==> config.mk <==
export PLATFORM = sky130hd
export DESIGN_NAME = path_distance_decimator_unit
export DESIGN_NICKNAME = d
export VERILOG_FILES = /design/src/sv/pdd_pkg.sv /design/src/sv/pdd_fifo.sv /design/src/sv/pdd_front.sv /design/src/sv/pdd_back.sv /design/src/sv/path_distance_decimator_unit.sv
export VERILOG_INCLUDE_DIRS = /design/src /design/src/sv
export SDC_FILE = /design/constraint.sdc
export NUM_CORES = 2
export LEC_CHECK = 0
export BUFFER_PORTS_ARGS = -buffer_cell sky130_fd_sc_hd__clkbuf_2
export CAP_MARGIN = 20
export CORE_ASPECT_RATIO = 0.8
export CORE_MARGIN = 3
export CORE_UTILIZATION = 60
export DETAILED_ROUTE_END_ITERATION = 7
export PLACE_DENSITY_LB_ADDON = 0.1
export SLEW_MARGIN = 20
export SYNTH_ARGS = -nofsm -noshare
export SYNTH_HDL_FRONTEND = slang
export SYNTH_SLANG_ARGS = --single-unit
export TNS_END_PERCENT = 50
==> constraint.sdc <==
create_clock -name clock -period 12.4 [get_ports clock]
set_input_delay 0.62 -clock clock [delete_from_list [all_inputs] [get_ports clock]]
set_output_delay 0.62 -clock clock [all_outputs]
set_load 0.05 [all_outputs]
==> src/sv/path_distance_decimator_unit_defines.svh <==
// assertion macros shared by the path distance decimator modules
`ifndef PATH_DISTANCE_DECIMATOR_UNIT_DEFINES_SVH
`define PATH_DISTANCE_DECIMATOR_UNIT_DEFINES_SVH

// condition must never hold outside reset
`define PDD_ASSERT_NEVER(lbl, clk, rst, cond, msg) \
   lbl: assert property (@(posedge clk) disable iff (rst) !(cond)) else $error(msg);

// consequent must hold in the cycle after the antecedent
`define PDD_ASSERT_NEXT(lbl, clk, rst, ante, cons, msg) \
   lbl: assert property (@(posedge clk) disable iff (rst) (ante) |=> (cons)) else $error(msg);

`endif

==> src/sv/pdd_pkg.sv <==
// shared constants, types and state codes of the path distance decimator
package pdd_pkg;

   // parameter defaults
   localparam int MAX_POINTS_DEF = 65536;
   localparam int COORD_BITS_DEF = 32;
   localparam int DELTA_BITS_DEF = 24;

   // fixed field and port widths
   localparam int IDX_W      = 16;
   localparam int CSR_DATA_W = 32;
   localparam int CSR_ADDR_W = 1;

   // depth of the queue between front and back
   localparam int QUEUE_DEPTH = 4;

   // register indexes
   localparam logic [CSR_ADDR_W-1:0] CSR_SPACING = 1'b0;
   localparam logic [CSR_ADDR_W-1:0] CSR_LOOP    = 1'b1;

   // classification of one point as handed from front to back
   typedef struct packed {
      logic [IDX_W-1:0] index;
      logic             first;
      logic             last;
   } pdd_tag_type;

   // back end sequencer
   typedef enum logic [2:0] {
      BK_IDLE,
      BK_MULX,
      BK_MULY,
      BK_SUM,
      BK_ROOT,
      BK_ACCUM,
      BK_EMIT
   } pdd_back_state_type;

endpackage

==> src/sv/pdd_fifo.sv <==
// short register queue between the front and back of the decimator
`include "path_distance_decimator_unit_defines.svh"

module pdd_fifo #(
   parameter int WIDTH = 8,
   parameter int DEPTH = 4
) (
   input  logic             clock,
   input  logic             reset,
   input  logic             push,
   input  logic [WIDTH-1:0] push_data,
   input  logic             pop,
   output logic [WIDTH-1:0] pop_data,
   output logic             full,
   output logic             empty
);

   localparam int PW = (DEPTH > 1) ? $clog2(DEPTH) : 1;
   localparam int CW = $clog2(DEPTH + 1);

   logic [WIDTH-1:0] slot_ff [DEPTH];
   logic [PW-1:0]    wr_ptr_ff, wr_ptr_in;
   logic [PW-1:0]    rd_ptr_ff, rd_ptr_in;
   logic [CW-1:0]    count_ff, count_in;

   // pointer and fill count updates
   always_comb begin
      wr_ptr_in = wr_ptr_ff;
      rd_ptr_in = rd_ptr_ff;
      count_in  = count_ff;
      if (push) begin
         wr_ptr_in = (wr_ptr_ff == PW'(DEPTH - 1)) ? '0 : wr_ptr_ff + 1'b1;
      end
      if (pop) begin
         rd_ptr_in = (rd_ptr_ff == PW'(DEPTH - 1)) ? '0 : rd_ptr_ff + 1'b1;
      end
      if (push && !pop) begin
         count_in = count_ff + 1'b1;
      end else if (pop && !push) begin
         count_in = count_ff - 1'b1;
      end
   end

   always_ff @(posedge clock) begin
      if (reset) begin
         wr_ptr_ff <= '0;
         rd_ptr_ff <= '0;
         count_ff  <= '0;
      end else begin
         wr_ptr_ff <= wr_ptr_in;
         rd_ptr_ff <= rd_ptr_in;
         count_ff  <= count_in;
      end
   end

   // storage
   always_ff @(posedge clock) begin
      if (push) begin
         slot_ff[wr_ptr_ff] <= push_data;
      end
   end

   assign pop_data = slot_ff[rd_ptr_ff];
   assign full     = (count_ff == CW'(DEPTH));
   assign empty    = (count_ff == '0);

   `PDD_ASSERT_NEVER(a_no_push_full, clock, reset, push && full, "queue written while full")
   `PDD_ASSERT_NEVER(a_no_pop_empty, clock, reset, pop && empty, "queue read while empty")
   `PDD_ASSERT_NEXT(a_count_up, clock, reset, push && !pop, count_ff == $past(count_ff) + 1'b1, "queue count did not grow on push")

endmodule

==> src/sv/pdd_front.sv <==
// front end: takes points, tracks route position and forms saturated deltas
module pdd_front import pdd_pkg::*; #(
   parameter int MAX_POINTS = MAX_POINTS_DEF,
   parameter int COORD_BITS = COORD_BITS_DEF,
   parameter int DELTA_BITS = DELTA_BITS_DEF
) (
   input  logic                         clock,
   input  logic                         reset,
   input  logic                         req_tvalid,
   output logic                         req_tready,
   input  logic signed [COORD_BITS-1:0] x_mm,
   input  logic signed [COORD_BITS-1:0] y_mm,
   input  logic                         route_last,
   input  logic                         q_full,
   output logic                         q_push,
   output logic [DELTA_BITS-1:0]        q_dx,
   output logic [DELTA_BITS-1:0]        q_dy,
   output pdd_tag_type                  q_tag
);

   localparam int AW = (COORD_BITS + 1 > DELTA_BITS + 1) ? COORD_BITS + 1 : DELTA_BITS + 1;
   localparam logic [AW-1:0] DMAX = {{(AW - DELTA_BITS){1'b0}}, {DELTA_BITS{1'b1}}};
   localparam int IDX_CAP_I = (MAX_POINTS - 1 < 65535) ? MAX_POINTS - 1 : 65535;
   localparam logic [IDX_W-1:0] IDX_CAP = IDX_W'(IDX_CAP_I);

   logic signed [COORD_BITS-1:0] prev_x_ff, prev_y_ff;
   logic [IDX_W-1:0]             next_index_ff, next_index_in;
   logic                         at_start_ff, at_start_in;
   logic [IDX_W-1:0]             index_w;

   // absolute difference, saturated at the delta bound
   function automatic logic [DELTA_BITS-1:0] sat_delta(
      input logic signed [COORD_BITS-1:0] a,
      input logic signed [COORD_BITS-1:0] b
   );
      logic [COORD_BITS:0] ae;
      logic [COORD_BITS:0] be;
      logic [COORD_BITS:0] d_ab;
      logic [COORD_BITS:0] d_ba;
      logic [COORD_BITS:0] mag;
      logic [AW-1:0]       mag_ext;
      ae      = {a[COORD_BITS-1], a};
      be      = {b[COORD_BITS-1], b};
      d_ab    = ae - be;
      d_ba    = be - ae;
      mag     = d_ab[COORD_BITS] ? d_ba : d_ab;
      mag_ext = AW'(mag);
      if (mag_ext > DMAX) begin
         sat_delta = DMAX[DELTA_BITS-1:0];
      end else begin
         sat_delta = mag_ext[DELTA_BITS-1:0];
      end
   endfunction

   assign req_tready = !q_full;
   assign q_push     = req_tvalid && !q_full;

   // index of this point and route position for the next one
   always_comb begin
      if (at_start_ff) begin
         index_w       = '0;
         next_index_in = IDX_W'(1);
      end else begin
         index_w       = next_index_ff;
         next_index_in = (next_index_ff < IDX_CAP) ? next_index_ff + 1'b1 : next_index_ff;
      end
      at_start_in = 1'b0;
      if (route_last) begin
         next_index_in = '0;
         at_start_in   = 1'b1;
      end
   end

   always_ff @(posedge clock) begin
      if (reset) begin
         prev_x_ff     <= '0;
         prev_y_ff     <= '0;
         next_index_ff <= '0;
         at_start_ff   <= 1'b1;
      end else if (q_push) begin
         prev_x_ff     <= x_mm;
         prev_y_ff     <= y_mm;
         next_index_ff <= next_index_in;
         at_start_ff   <= at_start_in;
      end
   end

   // queue word
   assign q_dx        = sat_delta(x_mm, prev_x_ff);
   assign q_dy        = sat_delta(y_mm, prev_y_ff);
   assign q_tag.index = index_w;
   assign q_tag.first = at_start_ff;
   assign q_tag.last  = route_last;

endmodule

==> src/sv/pdd_back.sv <==
// back end: step length by shared multiplier and bit-serial root, distance and keep decision
`include "path_distance_decimator_unit_defines.svh"

module pdd_back import pdd_pkg::*; #(
   parameter int DELTA_BITS = DELTA_BITS_DEF
) (
   input  logic                  clock,
   input  logic                  reset,
   input  logic [CSR_DATA_W-1:0] spacing_mm,
   input  logic                  loop_mode,
   input  logic                  q_empty,
   output logic                  q_pop,
   input  logic [DELTA_BITS-1:0] q_dx,
   input  logic [DELTA_BITS-1:0] q_dy,
   input  pdd_tag_type           q_tag,
   output logic                  rsp_tvalid,
   input  logic                  rsp_tready,
   output logic [IDX_W-1:0]      rsp_index,
   output logic                  rsp_selected,
   output logic                  rsp_end
);

   localparam int RW = DELTA_BITS + 1;
   localparam int VW = 2 * RW;
   localparam int SW = $clog2(RW);
   localparam int PW = 2 * DELTA_BITS;
   localparam int AW = CSR_DATA_W + 1;

   pdd_back_state_type state_ff, state_in;

   logic [DELTA_BITS-1:0] dx_ff, dy_ff;
   pdd_tag_type           tag_ff;
   logic                  kept_ff;
   logic [PW-1:0]         prod_ff;
   logic [VW-1:0]         rad_ff;
   logic [RW:0]           rem_ff;
   logic [RW-1:0]         root_ff;
   logic [SW-1:0]         cnt_ff;
   logic [CSR_DATA_W-1:0] dist_ff;
   logic                  rsp_valid_ff;
   logic [IDX_W-1:0]      rsp_index_ff;
   logic                  rsp_sel_ff, rsp_end_ff;

   logic [DELTA_BITS-1:0] mul_a;
   logic [PW-1:0]         prod_w;
   logic [RW+2:0]         rem_sh, trial, rem_sub;
   logic                  root_ge;
   logic [AW-1:0]         acc_w;
   logic [CSR_DATA_W-1:0] sat_w;
   logic                  keep_w;
   logic                  has_result, out_free, rsp_load, fast_keep;

   assign has_result = kept_ff || tag_ff.last;
   assign out_free   = !rsp_valid_ff || rsp_tready;
   assign fast_keep  = q_tag.first || (spacing_mm == '0);

   // next state
   always_comb begin
      state_in = state_ff;
      case (state_ff)
         BK_IDLE: begin
            if (!q_empty) begin
               state_in = fast_keep ? BK_EMIT : BK_MULX;
            end
         end
         BK_MULX:  state_in = BK_MULY;
         BK_MULY:  state_in = BK_SUM;
         BK_SUM:   state_in = BK_ROOT;
         BK_ROOT: begin
            if (cnt_ff == '0) begin
               state_in = BK_ACCUM;
            end
         end
         BK_ACCUM: state_in = BK_EMIT;
         BK_EMIT: begin
            if (!has_result || out_free) begin
               state_in = BK_IDLE;
            end
         end
         default:  state_in = BK_IDLE;
      endcase
   end

   // sequencer outputs
   always_comb begin
      q_pop    = 1'b0;
      rsp_load = 1'b0;
      case (state_ff)
         BK_IDLE: q_pop    = !q_empty;
         BK_EMIT: rsp_load = has_result && out_free;
         default: begin
            q_pop    = 1'b0;
            rsp_load = 1'b0;
         end
      endcase
   end

   // shared squaring multiplier
   assign mul_a  = (state_ff == BK_MULY) ? dy_ff : dx_ff;
   assign prod_w = mul_a * mul_a;

   // one root bit per cycle
   assign rem_sh  = {rem_ff, rad_ff[VW-1 -: 2]};
   assign trial   = {1'b0, root_ff, 2'b01};
   assign root_ge = (rem_sh >= trial);
   assign rem_sub = root_ge ? rem_sh - trial : rem_sh;

   // saturating distance and keep test
   assign acc_w  = {1'b0, dist_ff} + AW'(root_ff);
   assign sat_w  = acc_w[CSR_DATA_W] ? '1 : acc_w[CSR_DATA_W-1:0];
   assign keep_w = (sat_w >= spacing_mm);

   // datapath
   always_ff @(posedge clock) begin
      case (state_ff)
         BK_IDLE: begin
            if (q_pop) begin
               dx_ff   <= q_dx;
               dy_ff   <= q_dy;
               tag_ff  <= q_tag;
               kept_ff <= fast_keep;
            end
         end
         BK_MULX: prod_ff <= prod_w;
         BK_MULY: begin
            rad_ff  <= VW'(prod_ff);
            prod_ff <= prod_w;
         end
         BK_SUM: begin
            rad_ff  <= rad_ff + VW'(prod_ff);
            rem_ff  <= '0;
            root_ff <= '0;
            cnt_ff  <= SW'(RW - 1);
         end
         BK_ROOT: begin
            rad_ff  <= {rad_ff[VW-3:0], 2'b00};
            rem_ff  <= rem_sub[RW:0];
            root_ff <= {root_ff[RW-2:0], root_ge};
            cnt_ff  <= cnt_ff - 1'b1;
         end
         BK_ACCUM: kept_ff <= keep_w;
         default: begin
         end
      endcase
   end

   // result word payload
   always_ff @(posedge clock) begin
      if (rsp_load) begin
         rsp_index_ff <= tag_ff.index;
         rsp_sel_ff   <= kept_ff || !loop_mode;
         rsp_end_ff   <= tag_ff.last;
      end
   end

   // control state
   always_ff @(posedge clock) begin
      if (reset) begin
         state_ff     <= BK_IDLE;
         dist_ff      <= '0;
         rsp_valid_ff <= 1'b0;
      end else begin
         state_ff <= state_in;
         if (q_pop && fast_keep) begin
            dist_ff <= '0;
         end else if (state_ff == BK_ACCUM) begin
            dist_ff <= (keep_w || tag_ff.last) ? '0 : sat_w;
         end
         if (rsp_load) begin
            rsp_valid_ff <= 1'b1;
         end else if (rsp_tready) begin
            rsp_valid_ff <= 1'b0;
         end
      end
   end

   assign rsp_tvalid   = rsp_valid_ff;
   assign rsp_index    = rsp_index_ff;
   assign rsp_selected = rsp_sel_ff;
   assign rsp_end      = rsp_end_ff;

   `PDD_ASSERT_NEXT(a_root_done, clock, reset, state_ff == BK_ROOT && cnt_ff == '0, state_ff == BK_ACCUM, "root did not finish into accumulate")
   `PDD_ASSERT_NEXT(a_root_count, clock, reset, state_ff == BK_ROOT && cnt_ff != '0, state_ff == BK_ROOT && cnt_ff == $past(cnt_ff) - 1'b1, "root step count broken")
   `PDD_ASSERT_NEXT(a_pop_path, clock, reset, q_pop, state_ff == BK_MULX || state_ff == BK_EMIT, "popped word not taken up")

endmodule

==> src/sv/path_distance_decimator_unit.sv <==
// top level of the path distance decimator: register port, front, queue and back
//
// Route points enter on the req_ stream, one word per point, with req_tlast on the
// final point of a route. Each kept point, and the final point of every route,
// leaves as one word on the rsp_ stream: point index in rsp_tdata, the selected
// flag in rsp_tuser, the route end mark in rsp_tlast. Other points give no word.
// The front takes one point per cycle into a four-word queue and stalls only when
// the queue is full. The back takes one queued point at a time: the first point of
// a route, or any point with a spacing of zero, goes straight to the emit state;
// any other point passes the shared squaring multiplier, the one-bit-per-cycle
// square root and the distance accumulate. A result word is registered and appears
// in the cycle after the emit state loads it. A stalled result sits in the output
// register; the back waits on it while the front keeps filling the queue. Registers
// spacing_mm (index 0) and loop_mode (index 1) are written through csr_we, csr_addr
// and csr_wdata. Reset clears both registers, the queue and the route position.
module path_distance_decimator_unit import pdd_pkg::*; #(
   parameter int MAX_POINTS = MAX_POINTS_DEF,
   parameter int COORD_BITS = COORD_BITS_DEF,
   parameter int DELTA_BITS = DELTA_BITS_DEF,
   localparam int TDATA_W   = ((2 * COORD_BITS + 7) / 8) * 8
) (
   input  logic                  clock,
   input  logic                  reset,
   input  logic                  csr_we,
   input  logic [CSR_ADDR_W-1:0] csr_addr,
   input  logic [CSR_DATA_W-1:0] csr_wdata,
   input  logic                  req_tvalid,
   output logic                  req_tready,
   input  logic [TDATA_W-1:0]    req_tdata,   // x_mm, y_mm, zero fill
   input  logic                  req_tlast,   // route_last
   output logic                  rsp_tvalid,
   input  logic                  rsp_tready,
   output logic [IDX_W-1:0]      rsp_tdata,   // point_index
   output logic                  rsp_tuser,   // selected
   output logic                  rsp_tlast    // route_end
);

   localparam int TAG_W = $bits(pdd_tag_type);
   localparam int QW    = TAG_W + 2 * DELTA_BITS;

   logic [CSR_DATA_W-1:0] spacing_ff, spacing_in;
   logic                  loop_ff, loop_in;

   logic                  q_push, q_pop, q_full, q_empty;
   logic [DELTA_BITS-1:0] f_dx, f_dy, b_dx, b_dy;
   pdd_tag_type           f_tag, b_tag;
   logic [QW-1:0]         q_wdata, q_rdata;

   // register writes
   always_comb begin
      spacing_in = spacing_ff;
      loop_in    = loop_ff;
      if (csr_we) begin
         case (csr_addr)
            CSR_SPACING: spacing_in = csr_wdata;
            CSR_LOOP:    loop_in    = csr_wdata[0];
            default: begin
            end
         endcase
      end
   end

   always_ff @(posedge clock) begin
      if (reset) begin
         spacing_ff <= '0;
         loop_ff    <= 1'b0;
      end else begin
         spacing_ff <= spacing_in;
         loop_ff    <= loop_in;
      end
   end

   pdd_front #(
      .MAX_POINTS(MAX_POINTS),
      .COORD_BITS(COORD_BITS),
      .DELTA_BITS(DELTA_BITS)
   ) u_front (
      .clock      (clock),
      .reset      (reset),
      .req_tvalid (req_tvalid),
      .req_tready (req_tready),
      .x_mm       (req_tdata[COORD_BITS-1:0]),
      .y_mm       (req_tdata[2*COORD_BITS-1:COORD_BITS]),
      .route_last (req_tlast),
      .q_full     (q_full),
      .q_push     (q_push),
      .q_dx       (f_dx),
      .q_dy       (f_dy),
      .q_tag      (f_tag)
   );

   // queue word packing
   assign q_wdata = {f_tag, f_dx, f_dy};
   assign b_tag   = q_rdata[QW-1 -: TAG_W];
   assign b_dx    = q_rdata[2*DELTA_BITS-1:DELTA_BITS];
   assign b_dy    = q_rdata[DELTA_BITS-1:0];

   pdd_fifo #(
      .WIDTH(QW),
      .DEPTH(QUEUE_DEPTH)
   ) u_queue (
      .clock     (clock),
      .reset     (reset),
      .push      (q_push),
      .push_data (q_wdata),
      .pop       (q_pop),
      .pop_data  (q_rdata),
      .full      (q_full),
      .empty     (q_empty)
   );

   pdd_back #(
      .DELTA_BITS(DELTA_BITS)
   ) u_back (
      .clock        (clock),
      .reset        (reset),
      .spacing_mm   (spacing_ff),
      .loop_mode    (loop_ff),
      .q_empty      (q_empty),
      .q_pop        (q_pop),
      .q_dx         (b_dx),
      .q_dy         (b_dy),
      .q_tag        (b_tag),
      .rsp_tvalid   (rsp_tvalid),
      .rsp_tready   (rsp_tready),
      .rsp_index    (rsp_tdata),
      .rsp_selected (rsp_tuser),
      .rsp_end      (rsp_tlast)
   );

endmodule

# After elaboration in Yosys (flattened, before gate mapping)

Memory sizes are Yosys's and may differ from the RTL's. A register that Yosys moved wholly into a read port is not among the register bits.
Cells that the tools add are included.
W data, S select, Z words.

Bits in writable memories: 264
Register bits: 395
Logic and storage cells: 131
Memories: 1
Input port bits: 103

Eq/ne operators: 13
Reduce and logical (&&, ||, !) cells: 36
Add/subtract/negate cells: 13
$mul: 1
Order comparisons: 5
Mux-type cells: 36
Bitwise logic cells: 1

Memory list:

| name            | depth | bits a word | read ports | clocked after Yosys merged registers in | write ports | RTL line       | source |
|---|---|---|---|---|---|---|---|
| u_queue.slot_ff | 4     | 66          | 1          | 1                                       | 1           | pdd_fifo.sv:21 | `logic [WIDTH-1:0] slot_ff [DEPTH];` |

Operators with widths:

| operator                | number |
|---|---|
| $pmux W50 S3            | 1 |
| $sub A32 B32 Y33        | 4 |
| $mux W24                | 3 |
| $gt A33 B24 Y1 const B  | 2 |
| $mux W33                | 2 |
| $mux W16                | 4 |
| $mux W32                | 2 |
| $pmux W26 S2            | 1 |
| $add A50 B48 Y50        | 1 |
| $pmux W25 S2            | 1 |
| $mul A24 B24 Y48        | 1 |
| $add A32 B25 Y33        | 1 |
| $ge A32 B32 Y1          | 1 |
| $logic_not A32 Y1       | 1 |
| $ge A28 B27 Y1          | 1 |
| $mux W26                | 1 |
| $sub A26 B26 Y26        | 1 |
| $pmux W3 S7             | 1 |
| $mux W3                 | 6 |
| $add A16 B1 Y16 const B | 1 |
| $lt A16 B16 Y1 const B  | 1 |
| $eq A3 B3 Y1 const B    | 4 |
| $pmux W5 S2             | 1 |
| $reduce_and A2 Y1       | 5 |
| 22 further kinds        | 58 |

# Depth between registers and ports, before layout

Depth after elaboration: 7
Mapped depth: 33

# Hierarchy

From an unflattened synthesis, not the netlist that was laid out.

Cell total of the unflattened synthesis: 5534
Area total of the unflattened synthesis: 55144.1 um^2

By module, submodules not included:

| module                       | cells an instance | seq. area each (um^2) | times used | area an instance (um^2) |
|---|---|---|---|---|
| pdd_back                     | 3358              | 7837.5                | 1          | 32393.6 |
| pdd_front                    | 1639              | 1621.6                | 1          | 11178.2 |
| pdd_fifo                     | 388               | 8107.8                | 1          | 9958.3 |
| path_distance_decimator_unit | 149               | 660.6                 | 1          | 1614.0 |

# Worst setup path before layout

No wires, ideal clock.

Path kind: reg2reg
From: register u_back.state_ff[1]
To: register u_back.prod_ff[46] (data pin)
Arrival: 8.996 ns
Required time: 12.136 ns
Library setup time: 0.264 ns
Cell stages (with the launch flop): 31
Path slack: 3.140 ns
Clock period less this slack: 9.260 ns
Cell sequence: dfxtp_1 clkbuf_1 nor3b_1 clkbuf_1 clkbuf_1 mux2_2 buf_1 nand2_1 fa_1 inv_1 fa_1 inv_1 fa_1 fa_1 inv_1 fa_1 fa_1 inv_1 fa_1 inv_1 ha_1 a2111oi_0 a22o_1 a31oi_1 nand2_1 a41oi_1 a221o_1 a221oi_1 o21ai_0 a221oi_1 xnor2_1

Longest elaborated chain between the ends: 3

Ends and longest elaborated chain:

| element                  | RTL line        | source |
|---|---|---|
| start: declaration       | pdd_back.sv:29  | `pdd_back_state_type state_ff, state_in;` |
| start signal: assignment | pdd_back.sv:163 | `state_ff <= state_in;` |
| $eq A3 B2 Y1             | pdd_back.sv:99  | `assign mul_a = (state_ff == BK_MULY) ? dy_ff : dx_ff;` |
| $mux W24                 | pdd_back.sv:99  |  |
| $mul A24 B24 Y48         | pdd_back.sv:100 | `assign prod_w = mul_a * mul_a;` |
| via u_back.prod_w[46]    | pdd_back.sv:45  | `logic [PW-1:0] prod_w;` |
| end signal: assignment   | pdd_back.sv:124 | `BK_MULX: prod_ff <= prod_w;` |
| end signal: assignment   | pdd_back.sv:127 | `prod_ff <= prod_w;` |
| end: declaration         | pdd_back.sv:34  | `logic [PW-1:0] prod_ff;` |

The timed path passes the listed nets, and every way through them passes these cells.
A chain may end at the register's enable or synchronous reset.

# Worst setup path after layout

Same ends and word-level chain as after synthesis.

==> results.ini <==
[min_path]
worstHoldStart=csr_wdata[18]
hp-class=input pin to flip-flop

[setup_path]
required_ns=12.76
rrSetupSlack_ns=1.92
worst-path-buf-inv=8
cp_data_arrival_time_ns=10.85
r2r-start=u_back.state_ff[1]$_SDFFE_PP0P_
crit_path_max_fanout=16
cp_top_family=adder cells
startpoint_type=flip-flop
crit_path_end_kind=flip-flop
critPathSlowestCell=nor3b_2
crit_path_start=u_back.state_ff[1]$_SDFFE_PP0P_
path_class=flip-flop to flip-flop
crit_path_max_incr_delay_ns=0.84
cpMostUsedCell=fa_1

[cells_and_area]
fin_area_mm2=0.0572
mostFrequentLayoutCells=824 x inv_1, 597 x nand2_1, 501 x edfxtp_1
area_growth_pct=7.63
layout.nets=6342
diodes=0
drive_above_1_share_pct=7.95
final_common_cell=inv_1
fill_cells=6991

[clocking]
clock_latency_ns=0.63
clockRootBuffer=clkbuf_16
max-clock-path-buffers=3
cts_sinks=660
cts_tree=yes
cts_inserted_buffers=71
post_cts_buffers=0
clk_pin_slew_worst_paths_ns=0.07
htree_levels=3
cts_resized=0
hold_buffers=0

[drt]
wl_um=129000
final_antenna_net_count=0
drt_pass1_iterations=5
vias_per_cell=5.81
vias=38311
routedWlPerCell_um=19.5
drc=0
drt_iter0_markers=3259

[place]
placedInstanceArea_mm2=0.0548
place_hpwl_um=97600
portBuffers=122
gp_congestion=0.954

[floorplanning]
start_util_pct=61.3
rows=96
ios=123
fp.dieH_um=272
core-area_mm2=0.0867
chipWidth_um=339
dieArea_mm2=0.0922

[timing]
drv_slew=0
min_period_over_period_pct=84.5
max_slew_margin_pct=17.7
hold_violations=0
fin_skew_ns=0.0387
worstMarginPinSlew_ns=1.20
setup_viol=0
max_freq_mhz=95.4
rsz0062_at_grt=no
fin_tns_setup_ns=0
period_needed_ns=10.48

[synthesis]
ys_async_sr_fraction_pct=0
synth-seq-area-share_pct=34.3
synthXorXnorAreaFrac_pct=3.39
syn_area_per_cell_um2=9.97
synth_flop_cell=edfxtp_1
ys_ff_latch=660
yosys.area_share.adder_pct=26.7
yosys.area_share.simple_pct=10.9
synthesis.nets=6308
synth_compound_area_share_pct=12.9
syn_inst=5333
netlist_area_mm2=0.0532
synth_enable_flop_cells=501
synth_top_family_by_area=adder cells
ys_warn_count=0
synth_cell_types=84
synth_mux_area_share_pct=4.40

[global_route]
antenna_found_initial=0
gr-total-overflow=0
grt_usage_pct=28.1
grt_max_degree=70
grt_pass1_wl_um=208000
grt_pass1_vias=37722

[run]
drv_cap=0

[status]
status=finished clean

[sequential cells by signal, indices dropped and copies added, names as in the netlist, 26 cells and up, named ones only]
signal	flops
u_back.rem_ff	26
spacing_ff	32
u_back.rad_ff	50
u_front.prev_x_ff	32
u_front.prev_y_ff	32
u_back.prod_ff	47
u_back.dist_ff	32
u_queue.slot_ff	264
[metal layers]
metal	vias up	share of wire, %	track usage, %
met3	163	7.1	4.88
met5	-	0	0
met2	1278	43	41.7
met4	0	2.2	6.78
li1	18166	-	-
met1	18704	48	42.9
[worst reg2reg max path, delay by kind of cell (launching register included)]
family | cells | cell delay, ns
buffers and inverters | 8 | 1.48
flip-flops | 1 | 0.50
AO/OA/AOI/OAI | 7 | 2.87
XOR/XNOR | 1 | 0.10
multiplexers | 1 | 0.12
adder cells (fa/ha/maj) | 8 | 4.00
AND/OR/NAND/NOR | 3 | 1.16
[final timing paths]
| path | end | depth (start not counted) |
|---|---|---|
| setup / recovery | u_back.prod_ff[46]$_DFFE_PP_ | 28 |
| hold / removal | spacing_ff[18]$_SDFFE_PP0P_ | 3 |
| setup reg to reg | u_back.prod_ff[46]$_DFFE_PP_ | 28 |
| hold reg to reg | u_back.rsp_index[0]$_DFFE_PP_ | 0 |
[layout make-up]
class                      instances  area (um^2)  area share [%]
multi-input combinational       3637        31100            54.4
sequential                       660        18200            31.9
inverter                         834         3130            5.47
clock buffer                      85         1880            3.29
tap                             1176         1470            2.57
timing repair buffer             163          921            1.61
clock inverter                    44          472           0.824
[cell families (layout without fill, tap and decap cells)]
group	count (synthesis)	count (layout)
AND/OR/NAND/NOR	1312	1312
AO/OA/AOI/OAI	1099	1099
buffers and inverters	1036	1126
adder cells (fa/ha/maj)	872	872
flip-flops	660	660
XOR/XNOR	206	206
multiplexers	148	148
[per-stage QoR]
| step | cells | worst slack (ns) | util (%) | hold slack, ns |
|---|---|---|---|---|
| 6_report | 6599 | 1.92 | 66.0 | 0.200 |
| 5_1_grt | 6599 | 1.40 | 66.0 | 0.187 |
| 4_1_cts | 6599 | 1.57 | 65.9 | 0.163 |
| 3_5_place_dp | 6470 | 1.56 | 63.2 | 0.405 |
| 3_3_place_gp | 6470 | 1.94 | 63.2 | 0.401 |
| 2_1_floorplan | 5333 | 3.14 | - | 0.400 |
[synth_stat cells, drive strengths merged (76+ instances only)]
cell type	n	area share (%)
o21ai	219	2.1
edfxtp	501	28
nand2	599	4.2
nor2	367	2.6
ha	436	10
a21oi	380	3.6
xnor2	130	2.1
fa	436	16
clkbuf	162	1.1
xor2	76	1.3
dfxtp	159	6.0
a21o	141	2.0
inv	829	5.9
Power is left out: the tool's default activity adds up to more than one toggle a clock period on the data nets, which glitch-free logic cannot reach.
